File: src/hw/rtl/wvd_pkg.sv
// ----------------------------------------------------------------------------
// wvd_pkg
// Types and constants shared by the vertex deduplication unit.
// ----------------------------------------------------------------------------
package wvd_pkg;

	localparam int unsigned CAPACITY_DEF = 1024;
	localparam int unsigned SLOTS_DEF = 2048;
	localparam int unsigned IDX_W = 10;
	localparam int unsigned KEY_W = 256;
	localparam logic [63:0] FNV_OFFSET = 64'hCBF29CE484222325;
	localparam logic [63:0] FNV_PRIME = 64'h00000100000001B3;

	typedef struct packed {
		logic start_of_mesh;
		logic [31:0] pos_x;
		logic [31:0] pos_y;
		logic [31:0] pos_z;
		logic [31:0] norm_x;
		logic [31:0] norm_y;
		logic [31:0] norm_z;
		logic [31:0] tex_u;
		logic [31:0] tex_v;
	} in_item_t;

	typedef struct packed {
		logic [IDX_W-1:0] welded_index;
		logic is_new;
		logic table_full;
	} out_item_t;

	// FNV-1a step over one byte. The prime has only bits 40, 8, 7, 5, 4, 1
	// and 0 set, so the product is a sum of shifted copies.
	function automatic logic [63:0] fnv_byte(input logic [63:0] h, input logic [7:0] b);
		logic [63:0] x;
		begin
			x = h ^ {56'd0, b};
			fnv_byte = x + (x << 1) + (x << 4) + (x << 5) + (x << 7) + (x << 8)
				+ (x << 40);
		end
	endfunction

endpackage

File: src/hw/rtl/wvd_front.sv
// ----------------------------------------------------------------------------
// wvd_front
// Accepts and hashes keys one byte a cycle into a 2-entry queue; full stalls.
// ----------------------------------------------------------------------------
module wvd_front #(
	parameter int unsigned SLOTS = wvd_pkg::SLOTS_DEF,
	parameter int unsigned SLOT_W = $clog2(SLOTS)
) (
	input logic clk,
	input logic arst_n,
	input logic in_valid,
	output logic in_ready,
	input wvd_pkg::in_item_t in_data,
	output logic q_valid,
	input logic q_ready,
	output wvd_pkg::in_item_t q_item,
	output logic [SLOT_W-1:0] q_slot
);

	wvd_pkg::in_item_t item_q;
	logic [63:0] hash_q;
	logic [4:0] byte_q;
	logic busy_q;
	logic [31:0] word;
	logic [7:0] cur_byte;
	logic [63:0] h_next;
	wvd_pkg::in_item_t qi_q [2];
	logic [SLOT_W-1:0] qs_q [2];
	logic rd_q, wr_q;
	logic [1:0] cnt_q;
	logic push;

	always_comb begin
		case (byte_q[4:2])
			3'd0: word = item_q.pos_x;
			3'd1: word = item_q.pos_y;
			3'd2: word = item_q.pos_z;
			3'd3: word = item_q.norm_x;
			3'd4: word = item_q.norm_y;
			3'd5: word = item_q.norm_z;
			3'd6: word = item_q.tex_u;
			default: word = item_q.tex_v;
		endcase
		case (byte_q[1:0])
			2'd0: cur_byte = word[7:0];
			2'd1: cur_byte = word[15:8];
			2'd2: cur_byte = word[23:16];
			default: cur_byte = word[31:24];
		endcase
		h_next = wvd_pkg::fnv_byte(hash_q, cur_byte);
	end

	assign in_ready = !busy_q;
	assign push = busy_q && byte_q == 5'd31 && cnt_q != 2'd2;
	assign q_valid = cnt_q != 2'd0;
	assign q_item = qi_q[rd_q];
	assign q_slot = qs_q[rd_q];

	always_ff @(posedge clk or negedge arst_n) begin
		if (!arst_n) begin
			busy_q <= 1'b0;
			byte_q <= 5'd0;
			rd_q <= 1'b0;
			wr_q <= 1'b0;
			cnt_q <= 2'd0;
		end else begin
			if (in_valid && in_ready) begin
				busy_q <= 1'b1;
				byte_q <= 5'd0;
			end else if (busy_q && byte_q != 5'd31) begin
				byte_q <= byte_q + 5'd1;
			end else if (push) begin
				busy_q <= 1'b0;
			end
			if (push) wr_q <= !wr_q;
			if (q_valid && q_ready) rd_q <= !rd_q;
			cnt_q <= cnt_q + {1'b0, push} - {1'b0, q_valid && q_ready};
		end
	end

	always_ff @(posedge clk) begin
		if (in_valid && in_ready) begin
			item_q <= in_data;
			hash_q <= wvd_pkg::FNV_OFFSET;
		end else if (busy_q && byte_q != 5'd31) begin
			hash_q <= h_next;
		end
		if (push) begin
			qi_q[wr_q] <= item_q;
			qs_q[wr_q] <= SLOT_W'(h_next % 64'(SLOTS));
		end
	end

endmodule

File: config.mk
export PLATFORM = sky130hd
export DESIGN_NAME = wvd_front
export DESIGN_NICKNAME = d
export VERILOG_FILES = /design/src/hw/rtl/wvd_pkg.sv /design/src/hw/rtl/wvd_front.sv
export SDC_FILE = /design/constraint.sdc
export NUM_CORES = 1
export LEC_CHECK = 0
export BUFFER_PORTS_ARGS = -buffer_cell sky130_fd_sc_hd__buf_2
export CAP_MARGIN = 25
export CORE_UTILIZATION = 51
export DETAILED_ROUTE_END_ITERATION = 12
export PLACE_DENSITY = 0.78
export SETUP_SLACK_MARGIN = 0.5
export SYNTH_ARGS = -nofsm -noshare
export SYNTH_HDL_FRONTEND = slang
export SYNTH_SLANG_ARGS = --single-unit
File: constraint.sdc
create_clock -name clk -period 13.2 [get_ports clk]
set_clock_uncertainty 0.1 [all_clocks]
set_input_delay 3.96 -clock clk [delete_from_list [all_inputs] [get_ports clk]]
set_output_delay 3.96 -clock clk [all_outputs]
set_load 0.03 [all_outputs]
==> results.toml <==
[critical_path]
crit_family = "adder cells"
cp_slowest_cell = "dfrtp_4"
crit_chain = "buf_4 > nand3_1 > a221oi_1 > a31oi_1 > o31ai_1 > xor2_1 > xnor2_1 > ha_1 > inv_1 > fa_1 > inv_1 > ha_1 > ha_1 > ha_1 > a21o_1 > a21oi_1 > o21bai_1 > a21oi_1 > xnor2_1 > xnor3_1 > xnor3_1 > xnor2_1 > a22o_1"
critical_path.endpoint = "hash_q[10]"
rr_startpoint = "byte_q[3]"
cp_common_cell = "ha_1"
r2r_end = "hash_q[10]"
critPathLaunch = "byte_q[3]"
end_kind = "flop"
startpoint_type = "flop"
r2r_slack_ns = 5.25
cp_num_cells = 23
crit_fanout = 56
worstRegToRegCells = 23
critical_path_class = "flop to flop"
slowest_delay_ns = 0.91
crit_arrival_ns = 8.42
cp_num_buf_inv = 3
worstPathRequired_ns = 13.67

[sta]
finalSetupViolCount = 0
rsz0062_at_grt = "no"
fin_crit_ns = 7.95
whs_ns = 0.350
tightest_slew_ns = 1.35
final_hold_viol_count = 0
final_max_slew_viol_count = 0
maxSlewHeadroom = 0.103
timing.setup.tns_ns = 0
max_freq_mhz = 126
finalCritPeriodShare = 0.602

[global_routing]
first_global_vias = 17574
grt_util_all_layers = 0.258
antenna_found_initial = 22
grt_first_pass_wirelength_um = 117000
grt_start_max_net_pins = 163
overflow = 0

[synthesis]
syn-num-nets = 1901
syn-cell-area_um2 = 31300
synth_cell_types = 76
synth.area.top_cells = "edfxtp_1 (76%), mux2_2 (10%), ha_1 (1.3%), mux2i_1 (1.1%), mux4_2 (1.1%)"
ys_ff_latch = 814
yosys.area.top_type = "edfxtp_1"
syn_area_per_cell_um2 = 19.6
async_flop_share = 0.0123
synth_cells = 1595
ys_seq_area_frac = 0.775
synth_edf_count = 793
synth_ff_type = "edfxtp_1"
synth_top_area_share = 0.760
ys_warn_count = 0

[clocking]
cts_sinks = 814
clk_pin_slew_ns = 0.06
cts_root_buffer = "clkbuf_16"
post-cts-setup-buffers = 0
cts_resized = 0
htreeDepth = 3
cts_inserted_buffers = 81
cts_tree = "yes"
clock_latency_ns = 0.63
clockBufferDepth = 3
cts_hold_buf = 0

[detailed_routing]
routed-via-count = 17033
routed_wl_um = 81400
ant_nets = 0
drt_pass1_iterations = 5
drc = 0
initialDrtViolationCount = 1370
viasPerCell = 5.64
wl_per_cell_um = 27.0

[status]
outcome = "completed"

[layout]
final.fill_count = 4318
layout_common_cells = "edfxtp_1 (793), buf_2 (530), mux2_2 (280)"
area_growth_syn_to_layout_pct = 19.5
multi_input_area_um2 = 6550
layout.nets = 2463
final_common_cell = "edfxtp_1"
regArea_um2 = 24300
drive_above_1_share = 0.445

[job]
maxCapViolations = 0

[floorplan]
initial_utilization = 0.517
die_x_um = 250
fp.dieH_um = 250
core_um2 = 60600
die-area_um2 = 62400
pin_count = 531
fp-row-count = 90

[placement]
io_buffers = 530
gp_congestion = 0.863
place_hpwl_um = 55200

[worst_hold_path]
whs_path_depth = 0
hp-class = "flop to flop"
==> per-layer routing <==
layer	global-route usage	vias up	wire length (µm)
li1	-	7458	-
met1	0.326	8628	31300
met2	0.422	806	40500
met3	0.0701	129	7030
met4	0.106	12	2490
met5	0	-	81
==> area by class of cell <==
cell class	count	area share
clock buffers	91	0.0551
flip-flops and latches	814	0.649
multi-input cells	675	0.175
diodes	18	0.00120
well taps	782	0.0261
repair buffers	552	0.0778
inverters	33	0.00331
clock inverters	56	0.0128
==> sequential cells by signal (all words and copies together) (netlist names) <==
register and count:
hash_q 11, cnt_q 2, rd_q 1, busy_q 1, wr_q 1, item_q 257
byte_q 5, qi_q 514, qs_q 22
==> stage by stage <==
stage	worst slack, ns	cells	area, µm²	util
2_1_floorplan	1.05	1595	31300	-
3_3_place_gp	5.45	2851	34800	0.574
3_5_place_dp	5.28	2853	34800	0.575
4_1_cts	5.24	3000	37400	0.617
5_1_grt	4.75	3013	37400	0.618
6_report	5.25	3021	37500	0.618
==> cell usage after synthesis (all sizes together) (9+ instances only) <==
cell type  number
nor2           28
clkbuf         37
mux2i          34
buf            36
dfrtp          10
nand2          37
dfxtp          11
edfxtp        793
nor2b          11
a21oi          28
inv            33
xor2            9
mux4           15
xnor2          19
nand3          11
ha             32
o21ai          30
mux2          280
fa             13
==> kinds of logic after synthesis <==
kind of cell,after synthesis,synth area share
AO/OA/AOI/OAI,155,0.0369
XOR/XNOR,30,0.00974
adder cells (fa/ha/maj),45,0.0211
buffers and inverters,106,0.0166
flip-flops,814,0.775
multiplexers,329,0.122
AND/OR/NAND/NOR,116,0.0186
==> worst min path at each step <==
stage | from | end | slack [ns]
after floorplan | item_q[256] | qi_q[0][256] | 0.32
after global routing | item_q[256] | qi_q[0][256] | 0.36
after global placement | item_q[256] | qi_q[0][256] | 0.32
final | item_q[256] | qi_q[0][256] | 0.35
after detailed placement | item_q[256] | qi_q[0][256] | 0.34
after CTS | item_q[256] | qi_q[0][256] | 0.35
Power is left out: the tool's default activity adds up to more than one toggle a clock period on the data nets, which glitch-free logic cannot reach.
